--- src/rtl/core/qsu_pkg.sv ---
`default_nettype none

package qsu_pkg;

    localparam int UCS_DIGITS = 6;
    localparam int DCNT_W     = $clog2(UCS_DIGITS + 1);
    localparam int ACC_W      = 24;
    localparam int MAX_RES    = 5;
    localparam int UTF_MAX    = 4;
    localparam int CNT_W      = $clog2(MAX_RES + 1);

    localparam logic [2:0] MODE_PLAIN = 3'd0;
    localparam logic [2:0] MODE_ESC   = 3'd1;
    localparam logic [2:0] MODE_OCT   = 3'd2;
    localparam logic [2:0] MODE_HEX   = 3'd3;
    localparam logic [2:0] MODE_UCS   = 3'd4;

    localparam logic [1:0] KIND_DATA   = 2'd0;
    localparam logic [1:0] KIND_CLOSED = 2'd1;
    localparam logic [1:0] KIND_UNTERM = 2'd2;
    localparam logic [1:0] KIND_ERROR  = 2'd3;

    localparam logic [1:0] ERR_NONE      = 2'd0;
    localparam logic [1:0] ERR_OCTAL     = 2'd1;
    localparam logic [1:0] ERR_NO_DIGITS = 2'd2;
    localparam logic [1:0] ERR_RANGE     = 2'd3;

    localparam logic [DCNT_W-1:0] OCT_LIMIT = DCNT_W'(3);
    localparam logic [DCNT_W-1:0] HEX_LIMIT = DCNT_W'(2);
    localparam logic [DCNT_W-1:0] UCS_LIMIT = DCNT_W'(UCS_DIGITS);

    localparam logic [ACC_W-1:0] OCT_MAX = ACC_W'(255);
    localparam logic [ACC_W-1:0] CP_MAX  = ACC_W'(24'h10FFFF);

    typedef struct packed {
        logic [7:0] ch;
        logic       opens;
        logic       end_of_text;
    } item_t;

    typedef struct packed {
        logic [7:0] out_byte;
        logic [1:0] kind;
        logic [1:0] error_code;
        logic       last;
    } result_t;

    typedef struct packed {
        logic [7:0] out_byte;
        logic [1:0] kind;
        logic [1:0] error_code;
    } entry_t;

    typedef struct packed {
        logic [2:0]               count;
        entry_t [UTF_MAX-1:0]     ent;
    } finish_t;

    function automatic entry_t make_entry(logic [7:0] b, logic [1:0] k, logic [1:0] e);
        entry_t r;
        r.out_byte   = b;
        r.kind       = k;
        r.error_code = e;
        return r;
    endfunction

    // Returns {valid, value} for an ASCII hex digit.
    function automatic logic [4:0] hex_digit(logic [7:0] c);
        logic [4:0] r;
        r = '0;
        if (c >= "0" && c <= "9") begin
            r = {1'b1, 4'(c - "0")};
        end
        else if (c >= "a" && c <= "f") begin
            r = {1'b1, 4'(c - "a" + 8'd10)};
        end
        else if (c >= "A" && c <= "F") begin
            r = {1'b1, 4'(c - "A" + 8'd10)};
        end
        return r;
    endfunction

    function automatic finish_t utf8_encode(logic [20:0] cp);
        finish_t f;
        f = '0;
        if (cp < 21'h80) begin
            f.count  = 3'd1;
            f.ent[0] = make_entry({1'b0, cp[6:0]}, KIND_DATA, ERR_NONE);
        end
        else if (cp < 21'h800) begin
            f.count  = 3'd2;
            f.ent[0] = make_entry({3'b110, cp[10:6]}, KIND_DATA, ERR_NONE);
            f.ent[1] = make_entry({2'b10, cp[5:0]}, KIND_DATA, ERR_NONE);
        end
        else if (cp < 21'h10000) begin
            f.count  = 3'd3;
            f.ent[0] = make_entry({4'b1110, cp[15:12]}, KIND_DATA, ERR_NONE);
            f.ent[1] = make_entry({2'b10, cp[11:6]}, KIND_DATA, ERR_NONE);
            f.ent[2] = make_entry({2'b10, cp[5:0]}, KIND_DATA, ERR_NONE);
        end
        else begin
            f.count  = 3'd4;
            f.ent[0] = make_entry({5'b11110, cp[20:18]}, KIND_DATA, ERR_NONE);
            f.ent[1] = make_entry({2'b10, cp[17:12]}, KIND_DATA, ERR_NONE);
            f.ent[2] = make_entry({2'b10, cp[11:6]}, KIND_DATA, ERR_NONE);
            f.ent[3] = make_entry({2'b10, cp[5:0]}, KIND_DATA, ERR_NONE);
        end
        return f;
    endfunction

    // Closes a pending numeric escape and gives the results it causes.
    function automatic finish_t finish_number(logic [2:0] mode, logic [ACC_W-1:0] acc,
                                              logic [DCNT_W-1:0] dcnt);
        finish_t f;
        f = '0;
        unique case (mode)
            MODE_OCT:
            begin
                f.count = 3'd1;
                if (acc <= OCT_MAX) begin
                    f.ent[0] = make_entry(acc[7:0], KIND_DATA, ERR_NONE);
                end
                else begin
                    f.ent[0] = make_entry(8'd0, KIND_ERROR, ERR_OCTAL);
                end
            end
            MODE_HEX:
            begin
                f.count = 3'd1;
                if (dcnt == '0) begin
                    f.ent[0] = make_entry(8'd0, KIND_ERROR, ERR_NO_DIGITS);
                end
                else begin
                    f.ent[0] = make_entry(acc[7:0], KIND_DATA, ERR_NONE);
                end
            end
            MODE_UCS:
            begin
                if (dcnt == '0) begin
                    f.count  = 3'd1;
                    f.ent[0] = make_entry(8'd0, KIND_ERROR, ERR_NO_DIGITS);
                end
                else if (acc > CP_MAX) begin
                    f.count  = 3'd1;
                    f.ent[0] = make_entry(8'd0, KIND_ERROR, ERR_RANGE);
                end
                else begin
                    f = utf8_encode(acc[20:0]);
                end
            end
            default:
            begin
                f = '0;
            end
        endcase
        return f;
    endfunction

endpackage

`default_nettype wire

--- src/rtl/core/quoted_string_unescaper_core.sv ---
`default_nettype none

// Flow: a byte is registered on its transfer, decoded from that register, and its
// results are registered as the output bundle once the previous bundle has drained.
// Throughput: one byte per cycle while the output is not stalled and each byte gives at most
// one result; a byte with several results (up to five) stalls the input until all but its last drain.
// Reset clears the literal state and all valid flags; no result is pending after reset.
module quoted_string_unescaper_core (
    input  wire logic               clk,
    input  wire logic               rst_n,
    input  wire logic               item_valid,
    output      logic               item_stall,
    input  wire qsu_pkg::item_t     item,
    output      logic               result_valid,
    input  wire logic               result_stall,
    output      qsu_pkg::result_t   result
);

    qsu_pkg::item_t                     in_reg;
    logic                               in_full_reg;
    logic                               in_full_next;

    logic                               active_reg;
    logic                               active_next;
    logic [7:0]                         closer_reg;
    logic [7:0]                         closer_next;
    logic [2:0]                         mode_reg;
    logic [2:0]                         mode_next;
    logic [qsu_pkg::ACC_W-1:0]          acc_reg;
    logic [qsu_pkg::ACC_W-1:0]          acc_next;
    logic [qsu_pkg::DCNT_W-1:0]         dcnt_reg;
    logic [qsu_pkg::DCNT_W-1:0]         dcnt_next;

    qsu_pkg::entry_t                    ents_reg  [qsu_pkg::MAX_RES];
    qsu_pkg::entry_t                    ents_next [qsu_pkg::MAX_RES];
    logic [qsu_pkg::CNT_W-1:0]          cnt_reg;
    logic [qsu_pkg::CNT_W-1:0]          cnt_next;

    qsu_pkg::entry_t                    new_ents  [qsu_pkg::MAX_RES];
    logic [qsu_pkg::CNT_W-1:0]          new_cnt;

    logic                               drain;
    logic                               bundle_free;
    logic                               advance;
    logic                               take;

    logic [7:0]                         c;
    logic                               is_oct;
    logic [4:0]                         hexd;
    logic [qsu_pkg::ACC_W-1:0]          oct_acc;
    logic [qsu_pkg::ACC_W-1:0]          hex_acc;
    logic [qsu_pkg::DCNT_W-1:0]         dinc;
    logic [qsu_pkg::DCNT_W-1:0]         limit;
    logic                               do_fin;
    logic [2:0]                         fmode;
    logic [qsu_pkg::ACC_W-1:0]          facc;
    logic [qsu_pkg::DCNT_W-1:0]         fdcnt;
    logic                               do_plain;
    logic                               tail_v;
    qsu_pkg::entry_t                    tail;
    qsu_pkg::finish_t                   fin;

    assign drain        = result_valid && !result_stall;
    assign bundle_free  = (cnt_reg == '0) || ((cnt_reg == qsu_pkg::CNT_W'(1)) && drain);
    assign advance      = in_full_reg && bundle_free;
    assign item_stall   = in_full_reg && !bundle_free;
    assign take         = item_valid && !item_stall;

    assign result_valid       = (cnt_reg != '0);
    assign result.out_byte    = ents_reg[0].out_byte;
    assign result.kind        = ents_reg[0].kind;
    assign result.error_code  = ents_reg[0].error_code;
    assign result.last        = (cnt_reg == qsu_pkg::CNT_W'(1));

    always_comb
    begin
        c        = in_reg.ch;
        is_oct   = (c >= "0") && (c <= "7");
        hexd     = qsu_pkg::hex_digit(c);
        oct_acc  = {acc_reg[qsu_pkg::ACC_W-4:0], c[2:0]};
        hex_acc  = (acc_reg[qsu_pkg::ACC_W-1:qsu_pkg::ACC_W-4] != '0) ? '1
                 : {acc_reg[qsu_pkg::ACC_W-5:0], hexd[3:0]};
        dinc     = dcnt_reg + qsu_pkg::DCNT_W'(1);
        limit    = (mode_reg == qsu_pkg::MODE_UCS) ? qsu_pkg::UCS_LIMIT : qsu_pkg::HEX_LIMIT;

        active_next = active_reg;
        closer_next = closer_reg;
        mode_next   = mode_reg;
        acc_next    = acc_reg;
        dcnt_next   = dcnt_reg;
        do_fin      = 1'b0;
        fmode       = mode_reg;
        facc        = acc_reg;
        fdcnt       = dcnt_reg;
        do_plain    = 1'b0;
        tail_v      = 1'b0;
        tail        = '0;

        if (in_reg.end_of_text) begin
            if (active_reg) begin
                do_fin = (mode_reg >= qsu_pkg::MODE_OCT);
                tail_v = 1'b1;
                tail   = qsu_pkg::make_entry(8'd0, qsu_pkg::KIND_UNTERM, qsu_pkg::ERR_NONE);
            end
            active_next = 1'b0;
            mode_next   = qsu_pkg::MODE_PLAIN;
            acc_next    = '0;
            dcnt_next   = '0;
        end
        else if (!active_reg) begin
            if (in_reg.opens) begin
                active_next = 1'b1;
                closer_next = c;
                mode_next   = qsu_pkg::MODE_PLAIN;
                acc_next    = '0;
                dcnt_next   = '0;
            end
        end
        else begin
            unique case (mode_reg)
                qsu_pkg::MODE_ESC:
                begin
                    mode_next = qsu_pkg::MODE_PLAIN;
                    acc_next  = '0;
                    dcnt_next = '0;
                    tail_v    = 1'b1;
                    tail      = qsu_pkg::make_entry(c, qsu_pkg::KIND_DATA, qsu_pkg::ERR_NONE);
                    unique case (c)
                        "a": tail.out_byte = 8'h07;
                        "b": tail.out_byte = 8'h08;
                        "t": tail.out_byte = 8'h09;
                        "n": tail.out_byte = 8'h0A;
                        "v": tail.out_byte = 8'h0B;
                        "f": tail.out_byte = 8'h0C;
                        "x", "X":
                        begin
                            tail_v    = 1'b0;
                            mode_next = qsu_pkg::MODE_HEX;
                        end
                        "u", "U":
                        begin
                            tail_v    = 1'b0;
                            mode_next = qsu_pkg::MODE_UCS;
                        end
                        default:
                        begin
                            if (is_oct) begin
                                tail_v    = 1'b0;
                                mode_next = qsu_pkg::MODE_OCT;
                                acc_next  = qsu_pkg::ACC_W'(c[2:0]);
                                dcnt_next = qsu_pkg::DCNT_W'(1);
                            end
                        end
                    endcase
                end
                qsu_pkg::MODE_OCT:
                begin
                    if (is_oct) begin
                        if (dinc >= qsu_pkg::OCT_LIMIT) begin
                            do_fin    = 1'b1;
                            facc      = oct_acc;
                            fdcnt     = dinc;
                            mode_next = qsu_pkg::MODE_PLAIN;
                            acc_next  = '0;
                            dcnt_next = '0;
                        end
                        else begin
                            acc_next  = oct_acc;
                            dcnt_next = dinc;
                        end
                    end
                    else begin
                        do_fin    = 1'b1;
                        do_plain  = 1'b1;
                        mode_next = qsu_pkg::MODE_PLAIN;
                        acc_next  = '0;
                        dcnt_next = '0;
                    end
                end
                qsu_pkg::MODE_HEX, qsu_pkg::MODE_UCS:
                begin
                    if (hexd[4]) begin
                        if (dinc >= limit) begin
                            do_fin    = 1'b1;
                            facc      = hex_acc;
                            fdcnt     = dinc;
                            mode_next = qsu_pkg::MODE_PLAIN;
                            acc_next  = '0;
                            dcnt_next = '0;
                        end
                        else begin
                            acc_next  = hex_acc;
                            dcnt_next = dinc;
                        end
                    end
                    else begin
                        do_fin    = 1'b1;
                        do_plain  = 1'b1;
                        mode_next = qsu_pkg::MODE_PLAIN;
                        acc_next  = '0;
                        dcnt_next = '0;
                    end
                end
                default:
                begin
                    mode_next = qsu_pkg::MODE_PLAIN;
                    do_plain  = 1'b1;
                end
            endcase
        end

        if (do_plain) begin
            priority if (c == 8'h0A) begin
                tail_v      = 1'b1;
                tail        = qsu_pkg::make_entry(8'd0, qsu_pkg::KIND_UNTERM, qsu_pkg::ERR_NONE);
                active_next = 1'b0;
            end
            else if (c == "\\") begin
                mode_next = qsu_pkg::MODE_ESC;
            end
            else if (c == closer_reg) begin
                tail_v      = 1'b1;
                tail        = qsu_pkg::make_entry(8'd0, qsu_pkg::KIND_CLOSED, qsu_pkg::ERR_NONE);
                active_next = 1'b0;
            end
            else begin
                tail_v = 1'b1;
                tail   = qsu_pkg::make_entry(c, qsu_pkg::KIND_DATA, qsu_pkg::ERR_NONE);
            end
        end

        fin = do_fin ? qsu_pkg::finish_number(fmode, facc, fdcnt) : '0;

        for (int i = 0; i < qsu_pkg::MAX_RES; i++) begin
            new_ents[i] = tail;
        end
        for (int i = 0; i < qsu_pkg::UTF_MAX; i++) begin
            if (3'(i) < fin.count) begin
                new_ents[i] = fin.ent[i];
            end
        end
        new_cnt = qsu_pkg::CNT_W'(fin.count) + qsu_pkg::CNT_W'(tail_v);
    end

    always_comb
    begin
        in_full_next = in_full_reg;
        if (take) begin
            in_full_next = 1'b1;
        end
        else if (advance) begin
            in_full_next = 1'b0;
        end

        cnt_next = cnt_reg;
        for (int i = 0; i < qsu_pkg::MAX_RES; i++) begin
            ents_next[i] = ents_reg[i];
        end
        if (advance) begin
            cnt_next = new_cnt;
            for (int i = 0; i < qsu_pkg::MAX_RES; i++) begin
                ents_next[i] = new_ents[i];
            end
        end
        else if (drain) begin
            cnt_next = cnt_reg - qsu_pkg::CNT_W'(1);
            for (int i = 0; i < qsu_pkg::MAX_RES - 1; i++) begin
                ents_next[i] = ents_reg[i + 1];
            end
        end
    end

    always_ff @(posedge clk or negedge rst_n)
    begin
        if (!rst_n) begin
            in_full_reg <= 1'b0;
            cnt_reg     <= '0;
            active_reg  <= 1'b0;
            closer_reg  <= '0;
            mode_reg    <= qsu_pkg::MODE_PLAIN;
            acc_reg     <= '0;
            dcnt_reg    <= '0;
        end
        else begin
            in_full_reg <= in_full_next;
            cnt_reg     <= cnt_next;
            if (advance) begin
                active_reg <= active_next;
                closer_reg <= closer_next;
                mode_reg   <= mode_next;
                acc_reg    <= acc_next;
                dcnt_reg   <= dcnt_next;
            end
        end
    end

    always_ff @(posedge clk)
    begin
        if (take) begin
            in_reg <= item;
        end
        for (int i = 0; i < qsu_pkg::MAX_RES; i++) begin
            ents_reg[i] <= ents_next[i];
        end
    end

endmodule

`default_nettype wire

--- config.mk ---
export PLATFORM = sky130hd
export DESIGN_NAME = quoted_string_unescaper_core
export DESIGN_NICKNAME = d
export VERILOG_FILES = /design/src/rtl/core/qsu_pkg.sv /design/src/rtl/core/quoted_string_unescaper_core.sv
export SDC_FILE = /design/constraint.sdc
export NUM_CORES = 1
export LEC_CHECK = 0
export ABC_AREA = 0
export BUFFER_PORTS_ARGS = -buffer_cell sky130_fd_sc_hd__buf_2
export CORE_ASPECT_RATIO = 2
export CORE_MARGIN = 4
export CORE_UTILIZATION = 57
export CTS_CLUSTER_DIAMETER = 40
export CTS_CLUSTER_SIZE = 28
export DETAILED_ROUTE_END_ITERATION = 8
export PLACE_DENSITY = 0.88
export SYNTH_ARGS = -nofsm -noshare
export SYNTH_HDL_FRONTEND = slang
export SYNTH_SLANG_ARGS = --single-unit
--- constraint.sdc ---
create_clock -name clk -period 4.4 [get_ports clk]
set_input_delay 0.88 -clock clk [delete_from_list [all_inputs] [get_ports clk]]
set_output_delay 0.88 -clock clk [all_outputs]
set_load 0.02 [all_outputs]
# After elaboration in Yosys (flattened, before gate mapping)
# Memories as Yosys holds them, arrays and structs flattened.
# Index checks and enable logic that the tools add are counted.
# op_classes
n_mux	121
n_reduce_logical	29
magnitude_cmp	19
addsub	8
bitwise	2
eq_ne	19
# op_table
op	count
24-bit 2-to-1 mux	16
12-bit 2-to-1 mux	18
36-bit 2-to-1 mux	4
3-bit 2-to-1 mux	33
48-bit 2-to-1 mux	2
8-bit by 7-bit == test with 1-bit output (second input constant)	11
24-bit one-hot mux with 3 select lines	1
51-bit 2-to-1 mux	1
24-bit one-hot mux with 2 select lines	1
8-bit one-hot mux with 6 select lines	1
12-bit one-hot mux with 3 select lines	1
34-bit 2-to-1 mux	1
1-bit 2-to-1 mux	29
3-bit one-hot mux with 3 select lines	3
24-bit by 21-bit > comparator with 1-bit output (second input constant)	1
24-bit by 8-bit <= comparator with 1-bit output (second input constant)	1
21-bit by 12-bit less-than comparator with 1-bit output (second input constant)	1
21-bit by 17-bit less-than comparator with 1-bit output (second input constant)	1
21-bit by 8-bit less-than comparator with 1-bit output (second input constant)	1
8-bit by 7-bit >= comparator with 1-bit output (second input constant)	2
8-bit by 6-bit <= comparator with 1-bit output (second input constant)	2
8-bit by 7-bit <= comparator with 1-bit output (second input constant)	2
5-bit 2-to-1 mux	3
3-bit one-hot mux with 2 select lines	2
other kinds (34)	60
# word_totals
ramBits	60
inputBits	14
n_memories	1
regBits	53
out_inout_bits	15
wordCells	209
# memory_table
memory	depth	width	read_ports	rd_ports_with_merged_regs	wr	line	text
ents_reg	5	12	5	0	5	quoted_string_unescaper_core.sv:34	qsu_pkg::entry_t ents_reg [qsu_pkg::MAX_RES];

# Longest topological paths before layout
# Gate-level depths: netlist of run 1.
# depth
depth_word	22
ltp_mapped	20
ltp_nobuf	17

# Worst setup path after synthesis of run 1
# OpenSTA, ideal clock, no wires.
# synth_timing
path_kind	register -> register
from	reg dcnt_reg[0] (netlist bit)
to	reg cnt_reg[1] (netlist bit)
t_required_ns	4.246
setup_ns	0.154
t_arrival_ns	4.345
slack_ns	-0.099
n_path_buf	2
stages_incl_launch_ff	18
synth_period_minus_slack_ns	4.499
path_cell_list	dfrtp_1 > ha_1 > xor2_1 > ha_1 > a21oi_1 > a211oi_1 > or2_2 > a222oi_1 > nand4bb_1 > buf_2 > nor2_1 > clkbuf_1 > o21ai_0 > a31oi_1 > ha_1 > ha_1 > nand2_1 > o21ai_0
# synth_between
elab_chain_len	17
word_cells_on_any_way	38
classes_between	add/sub (2); order compare (6); mux (29); reduce/logical (1)
# synth_rtl
item	line	text
start, declared	quoted_string_unescaper_core.sv:31	logic [qsu_pkg::DCNT_W-1:0] dcnt_reg;
start signal, assigned	quoted_string_unescaper_core.sv:292	dcnt_reg <= dcnt_next;
3-bit by 1-bit adder with 3-bit output	quoted_string_unescaper_core.sv:83	dinc = dcnt_reg + qsu_pkg::DCNT_W'(1);
3-bit >= comparator / 3-bit by 2-bit >= comparator with 1-bit output (equally long branches)	quoted_string_unescaper_core.sv:183, quoted_string_unescaper_core.sv:159	
24-bit 2-to-1 mux (on tied branches)	quoted_string_unescaper_core.sv:183, quoted_string_unescaper_core.sv:159	
24-bit 2-to-1 mux (on tied branches)	quoted_string_unescaper_core.sv:182, quoted_string_unescaper_core.sv:158	
24-bit one-hot mux with 2 select lines	quoted_string_unescaper_core.sv:120	unique case (mode_reg)
24-bit 2-to-1 mux	quoted_string_unescaper_core.sv:110	else if (!active_reg) begin
24-bit 2-to-1 mux	quoted_string_unescaper_core.sv:99	if (in_reg.end_of_text) begin
21-bit by 17-bit less-than comparator with 1-bit output	qsu_pkg.sv:95	else if (cp < 21'h10000) begin
3-bit 2-to-1 mux	qsu_pkg.sv:95	
3-bit 2-to-1 mux	qsu_pkg.sv:90	else if (cp < 21'h800) begin
3-bit 2-to-1 mux	qsu_pkg.sv:86	if (cp < 21'h80) begin
3-bit 2-to-1 mux	qsu_pkg.sv:143	else if (acc > CP_MAX) begin
3-bit 2-to-1 mux	qsu_pkg.sv:139	if (dcnt == '0) begin
3-bit one-hot mux with 2 select lines	qsu_pkg.sv:116	unique case (mode)
51-bit 2-to-1 mux (*)	quoted_string_unescaper_core.sv:232	fin = do_fin ? qsu_pkg::finish_number(fmode, facc, fdcnt) : '0;
3-bit by 1-bit adder with 3-bit output (*)	quoted_string_unescaper_core.sv:242	new_cnt = qsu_pkg::CNT_W'(fin.count) + qsu_pkg::CNT_W'(tail_v);
3-bit 2-to-1 mux (*)	quoted_string_unescaper_core.sv:259	if (advance) begin
end signal, assigned	quoted_string_unescaper_core.sv:286	cnt_reg <= cnt_next;
end, declared	quoted_string_unescaper_core.sv:36	logic [qsu_pkg::CNT_W-1:0] cnt_reg;
# Mark *: on every way between the ends. The rest lies on a longest branch, timed or not.
# A chain may end at the register's enable or synchronous reset.

# Worst setup path in the final report of run 1
# layout_timing
from	reg in_reg, in the netlist c[4]
to	reg cnt_reg[2] (netlist bit)
# layout_between
elab_chain_len	21
word_cells_on_any_way	71
classes_between	add/sub (1); order compare (11); eq/ne (12); mux (40); reduce/logical (7)
# layout_rtl
item	line	text
start, declared	quoted_string_unescaper_core.sv:19	qsu_pkg::item_t in_reg;
start signal, assigned	quoted_string_unescaper_core.sv:300	in_reg <= item;
8-bit by 7-bit >= comparator with 1-bit output / 8-bit by 7-bit <= comparator with 1-bit output (equally long branches)	qsu_pkg.sv:77	else if (c >= "A" && c <= "F") begin
1-bit logical AND	qsu_pkg.sv:77	
5-bit 2-to-1 mux	qsu_pkg.sv:77	
5-bit 2-to-1 mux	qsu_pkg.sv:74	else if (c >= "a" && c <= "f") begin
5-bit 2-to-1 mux	qsu_pkg.sv:71	if (c >= "0" && c <= "9") begin
24-bit 2-to-1 mux	quoted_string_unescaper_core.sv:81	hex_acc = (acc_reg[qsu_pkg::ACC_W-1:qsu_pkg::ACC_W-4] != '0) ? '1
24-bit 2-to-1 mux	quoted_string_unescaper_core.sv:183	if (dinc >= limit) begin
24-bit 2-to-1 mux	quoted_string_unescaper_core.sv:182	if (hexd[4]) begin
[... 5 more ...]	--	
3-bit 2-to-1 mux	qsu_pkg.sv:90	
3-bit 2-to-1 mux	qsu_pkg.sv:86	
3-bit 2-to-1 mux	qsu_pkg.sv:143	
3-bit 2-to-1 mux	qsu_pkg.sv:139	
3-bit one-hot mux with 2 select lines	qsu_pkg.sv:116	
51-bit 2-to-1 mux	quoted_string_unescaper_core.sv:232	
3-bit by 1-bit adder with 3-bit output (*)	quoted_string_unescaper_core.sv:242	
3-bit 2-to-1 mux (*)	quoted_string_unescaper_core.sv:259	
# Marks and branches as above.

==> results.yml, run 1 <==
place:
  io_buffers: 28
  dp_hpwl_um: 15700
  place_congestion: 1.05
  dpl_cell_area_um2: 7580
die:
  start_util_pct: 58.6
  fp.dieW_um: 87.2
  die_h_um: 166
  core_um2: 12200
  die_area_um2: 14500
  num_rows: 57
  io_pins: 29
synth:
  syn_inst: 792
  syn_nets: 822
  synth_area_um2: 7150
  ys_async_sr_fraction_pct: 41.0
  ys_types: 78
  synth_edf_count: 62
  synth_seq_area_share_pct: 41.1
  ys_ff_latch: 105
  ys_warn_count: 0
  avgSynthCellArea_um2: 9.02
  ys.flop_type: "edfxtp_1"
cells_and_area:
  fin_nets: 853
  fillers: 994
  regArea_um2: 2940
  final_area_um2: 7890
  final_util_pct: 64.7
  multiInputGateArea_um2: 3850
  largest_reg_flops: 52
  drive_gt1_share_pct: 17.1
  syn2layout_area_growth_pct: 10.4
power_and_ir_drop:
  p_leak_nw: 3.18
  switching_share_pct: 39.3
  pwr-share-comb_pct: 37.4
  ir_worst_vdd_uv: 709
  powerDensity_nw_per_um2: 509
  p_seq_share_pct: 42.6
  p_clk_share_pct: 20.0
  power.internal_w: 0.00244
  switchingPower_w: 0.00158
global_routing:
  grt_max_degree: 58
  antenna_found_initial: 0
  busiest_layer: "met2"
  grt_pass1_wl_um: 35000
  grt_usage_pct: 30.8
  use_met1_pct: 36.6
  grt_overflow: 0
  grt_use_met3_pct: 4.32
  use_met2_pct: 51.3
  grt_pass1_vias: 6542
routing:
  drc: 0
  drt_iter0_markers: 921
  via_per_inst: 6.92
  antenna_left: 0
  vias: 6752
  firstDrtPassIters: 6
  wl_per_cell_um: 22.3
  wl_um: 21800
worst_hold_path:
  hold_class: "reg2reg"
  hold_depth: 2
timing:
  rsz0062_at_grt: "no"
  slew_viol_final: 0
  finalCritPeriodShare_pct: 95.9
  setup_viol: 0
  finClkSkew_ns: 0.0173
  fin_setup_tns_ns: 0
  max_freq_mhz: 237
  tightest_slew_ns: 1.06
  report.final.hold_viol_count: 0
  finalCriticalPeriod_ns: 4.22
  slew_headroom_pct: 29.0
worst_setup_path:
  r2r_cells: 15
  cp_num_buf_inv: 2
  cp.required_ns: 4.61
  slowest_delay_ns: 0.59
  cpMaxStageDelayCell: "edfxtp_1"
  start_kind: "register"
  crit_family: "compound AO/OA/AOI/OAI gates"
  crit_type: "reg2reg"
  path_depth: 15
  crit_fanout: 11
  worstPathArrival_ns: 4.43
  cp_cell_sequence: "nor4b_4 > o311ai_4 > buf_4 > a21oi_4 > o21ai_2 > a221o_1 > nand4bb_1 > buf_4 > nor2_1 > o21ai_0 > a31oi_1 > ha_1 > ha_1 > xnor2_1 > o21ai_0"
  crit_path_end_kind: "register"
clocking:
  cts_root_buf: "clkbuf_16"
  cts-htree-levels: 3
  clk_path_buf_depth: 2
  numClockSinks: 105
  clk_pin_slew_ns: 0.07
  cts_tree: "built"
  insertion_delay_ns: 0.36
  cts_made_buffers: 9
run:
  maxCapViolCount: 0
outcome:
  status: "finished clean"
==> routing by layer <==
layer,vias to the layer above,part of all wire (%)
met2,443,50
met3,125,7.1
li1,3018,-
met4,0,7.8
met5,-,0
met1,3166,35
==> power groups by stage <==
stage / Combinational (W) / Sequential [W] / Clock [W]
after global placement: 0.00143 / 0.00170 / 0
after CTS: 0.00147 / 0.00171 / 0.000806
after global routing: 0.00162 / 0.00174 / 0.000854
after detailed placement: 0.00147 / 0.00171 / 0
after floorplan: 0.00113 / 0.00166 / 0
final: 0.00150 / 0.00171 / 0.000803
==> Yosys cell counts (8+ instances only) <==
| library cell | instances | share of area [%] |
|---|---|---|
| nand2b_1 | 16 | 1.4 |
| nor3_1 | 15 | 1.1 |
| or2_2 | 10 | 0.88 |
| a21oi_1 | 41 | 2.9 |
| a31oi_1 | 8 | 0.70 |
| nand2_1 | 101 | 5.3 |
| nor2_1 | 78 | 4.1 |
| o22ai_1 | 10 | 0.88 |
| o21ai_0 | 60 | 4.2 |
| a221oi_1 | 8 | 0.98 |
| ha_1 | 16 | 2.8 |
| o211ai_1 | 10 | 1.1 |
| inv_1 | 22 | 1.2 |
| xnor2_1 | 12 | 1.5 |
| clkbuf_1 | 41 | 2.2 |
| o31ai_1 | 8 | 0.84 |
| buf_4 | 16 | 1.7 |
| a22oi_1 | 14 | 1.5 |
| nand3_1 | 21 | 1.5 |
| a22o_1 | 19 | 2.3 |
| dfrtp_1 | 43 | 15 |
| edfxtp_1 | 62 | 26 |
| a221o_1 | 12 | 1.7 |
| mux2i_1 | 11 | 1.5 |
==> layout make-up <==
type	count	share of cell area [%]
antenna	1	0.0317
clock buffer	10	3.03
clock inverter	6	0.650
inverter	23	1.09
multi-input combinational	603	48.8
sequential	105	37.2
tap	147	2.33
timing repair buffer	81	6.82
==> worst reg2reg max path, delay by kind of cell (launching register included) <==
family,cells,cell delay [ns]
AO/OA/AOI/OAI,7,1.66
XOR/XNOR,1,0.13
adder cells (fa/ha/maj),2,0.40
buffers and inverters,2,0.40
flip-flops,1,0.59
AND/OR/NAND/NOR,3,0.91
==> worst paths after layout <==
kind                                                start                   endpoint  slack (ns)
worst max-delay path                       c[4]$_DFFE_PP_     cnt_reg[2]$_DFFE_PN0P_        0.18
worst min-delay path            closer_reg[5]$_DFFE_PN0P_  closer_reg[5]$_DFFE_PN0P_        0.51
worst max register to register             c[4]$_DFFE_PP_     cnt_reg[2]$_DFFE_PN0P_        0.18
worst min register to register  closer_reg[5]$_DFFE_PN0P_  closer_reg[5]$_DFFE_PN0P_        0.51
max in group asynchronous                           rst_n       fmode[1]$_DFFE_PN0P_        3.02
min in group asynchronous                           rst_n    acc_reg[11]$_DFFE_PN0P_        0.70
==> logic make-up after synthesis <==
family                     count (synthesis)  synth area share (%)
muxes                                     17                  2.49
DFF                                      105                  41.1
xor gates and xnor gates                  13                  1.59
and+or+nand+nor                          293                  20.0
adders and majority gates                 16                  2.80
AOI/OAI and AO/OA                        264                  26.7
buffers and inverters                     84                  5.32
==> layout by cell type (no fill, tap or decap), types with 6 or more instances in the layout <==
cell type	n
o21ai_1	6
a211o_1	7
xnor2_1	12
a21o_1	7
a221oi_1	7
nand3_1	21
nor2_1	78
nand2b_1	15
o221a_2	7
buf_4	53
a21oi_1	40
a211oi_1	6
or2_2	10
inv_1	22
o31ai_1	8
and3_1	6
a22o_1	19
ha_1	16
o22ai_1	10
o21ai_0	59
mux2_2	6
a31oi_1	8
a221o_1	12
buf_2	28
a22oi_1	14
nor3_1	14
nor2b_1	6
edfxtp_1	62
mux2i_1	11
o211ai_1	10
dfrtp_1	43
clkbuf_16	9
nand2_1	101
==> stage by stage <==
stage | worst slack [ns] | hold slack (ns) | total power [W] | instances
2_1_floorplan | 0.0639 | 0.470 | 0.00279 | 792
3_3_place_gp | 0.340 | 0.482 | 0.00313 | 959
3_5_place_dp | 0.226 | 0.494 | 0.00318 | 959
4_1_cts | 0.178 | 0.511 | 0.00399 | 975
5_1_grt | 0.00686 | 0.554 | 0.00422 | 975
6_report | 0.180 | 0.510 | 0.00401 | 976
==> repair_timing <==
action,in CTS,in global routing
setup buffers,0,0
resized for setup,0,2
hold buffers,0,0
setup endpoints to repair,0,15
(Power assumes the default switching activity.)
==> run 2: changes to the inputs <==
Settings changed: CELL_PAD_IN_SITES_DETAIL_PLACEMENT set to 1, CELL_PAD_IN_SITES_GLOBAL_PLACEMENT set to 2, CORE_UTILIZATION 57 to 36.
==> results.yml, run 2 (same netlist as run 1, synthesis figures left out) <==
cells_and_area:
  final_util_pct: 41.6
  fin_nets: 855
  layout_commonest_cell: "nand2_1"
  layout_common_cells: "nand2_1 (101), nor2_1 (78), edfxtp_1 (62)"
  final_area_um2: 8090
  drive_gt1_share_pct: 17.5
  largest_reg_flops: 52
  regArea_um2: 2940
  syn2layout_area_growth_pct: 13.2
  antenna_cells: 0
  multiInputGateArea_um2: 3850
  fillers: 2348
  final_cells: 1089
worst_setup_path:
  crit_fanout: 8
  start_kind: "register"
  cp.required_ns: 4.58
  crit_type: "reg2reg"
  worstPathArrival_ns: 4.38
  crit_path_end_kind: "register"
place:
  io_buffers: 28
  place_congestion: 0.923
  dp_hpwl_um: 18900
  dp_cells: 1072
  dpl_cell_area_um2: 7730
power_and_ir_drop:
  p_leak_nw: 3.21
  ir_worst_vdd_uv: 303
  powerDensity_nw_per_um2: 513
timing:
  max_freq_mhz: 238
  finalCriticalPeriod_ns: 4.20
  tightest_slew_ns: 1.15
  finClkSkew_ns: 0.00751
  finalCritPeriodShare_pct: 95.5
  rsz0062_at_grt: "no"
  report.final.hold_viol_count: 0
  fin_setup_tns_ns: 0
  slew_headroom_pct: 23.6
  slew_viol_final: 0
  setup_viol: 0
global_routing:
  grt_pass1_vias: 6904
  antenna_found_initial: 0
  grt_max_degree: 58
  grt_pass1_wl_um: 39000
  grt_usage_pct: 22.7
  grt_overflow: 0
routing:
  drt_iter0_markers: 376
  firstDrtPassIters: 5
  drc: 0
  wl_per_cell_um: 22.6
  antenna_left: 0
  wl_um: 24600
  via_per_inst: 5.99
  vias: 6525
clocking:
  cts_root_buf: "clkbuf_16"
  clk_pin_slew_ns: 0.08
  cts_tree: "built"
  numClockSinks: 105
  cts-htree-levels: 3
  insertion_delay_ns: 0.38
  cts_made_buffers: 9
  clk_path_buf_depth: 2
outcome:
  status: "finished clean"
die:
  core_um2: 19500
  die_h_um: 207
  fp.dieW_um: 108
  start_util_pct: 36.7
  io_pins: 29
  die_area_um2: 22300
  num_rows: 72
worst_hold_path:
  hold_class: "reg2reg"
run:
  maxCapViolCount: 0
==> run 2: changes by cell type in the layout (fill, tap and decap cells not counted), sizes merged <==
cell / delta
buf: +2
bufinv: +2
clkinv: -2
clkbuf: -1
diode: -1
inv: +1
==> run 2: layer usage <==
metal  GRT usage, %  wire (um)
met1           24.7       9040
met2           39.3      13000
met3           4.05        825
met4           15.5       1750
met5              0          0
==> run 2: final timing paths <==
path,startpoint,end,slack (ns),depth (start not counted)
setup / recovery,fmode[2]$_DFFE_PN0P_,ents_reg[0][6]$_DFFE_PP_,0.20,12
setup reg to reg,fmode[2]$_DFFE_PN0P_,ents_reg[0][6]$_DFFE_PP_,0.20,12
hold reg to reg,closer_reg[1]$_DFFE_PN0P_,closer_reg[1]$_DFFE_PN0P_,0.51,2
hold / removal,closer_reg[1]$_DFFE_PN0P_,closer_reg[1]$_DFFE_PN0P_,0.51,2
max in group asynchronous,rst_n,acc_reg[14]$_DFFE_PN0P_,2.96,1
min in group asynchronous,rst_n,closer_reg[0]$_DFFE_PN0P_,0.72,1
==> run 2: critical path, cell delays in order, from the launching register on <==
cell	delay (ns)
dfrtp_1	0.39
nor3b_4	0.16
buf_4	0.16
o21ai_1	0.69
a211oi_1	0.21
or2_2	0.33
a222oi_1	0.41
nand4bb_1	0.18
buf_4	0.19
a2111oi_1	0.59
and3_1	0.30
o21ai_0	0.09
a31oi_1	0.30
==> run 2: final cells by class <==
cell class,instances,area share (%)
clock buffer,9,2.78
timing repair buffer,83,6.84
sequential,105,36.3
clock inverter,7,1.36
tap,259,4.01
multi-input combinational,603,47.6
inverter,23,1.07
==> run 2: what timing repair did <==
action | 4_1_cts | 5_1_grt
hold buffers | 0 | 0
endpoints found under the setup margin | 0 | 20
buffers inserted | 0 | 1
gates resized for setup | 0 | 3
==> run 2: report_power, final <==
group / internal [W] / switching (W) / leakage, nW / total (W)
clock network: 0.000512 / 0.000414 / 0.162 / 0.000926
logic: 0.000495 / 0.00102 / 1.85 / 0.00152
registers: 0.00155 / 0.000152 / 1.20 / 0.00170
total: 0.00256 / 0.00159 / 3.21 / 0.00415
==> run 2: through the flow <==
step | worst slack, ns | hold WS (ns) | power, W
4_1_cts | 0.113 | 0.509 | 0.00420
6_report | 0.197 | 0.506 | 0.00415
2_1_floorplan | 0.0639 | 0.470 | 0.00279
3_5_place_dp | 0.153 | 0.493 | 0.00326
3_3_place_gp | 0.262 | 0.482 | 0.00321
5_1_grt | 0.0108 | 0.534 | 0.00440
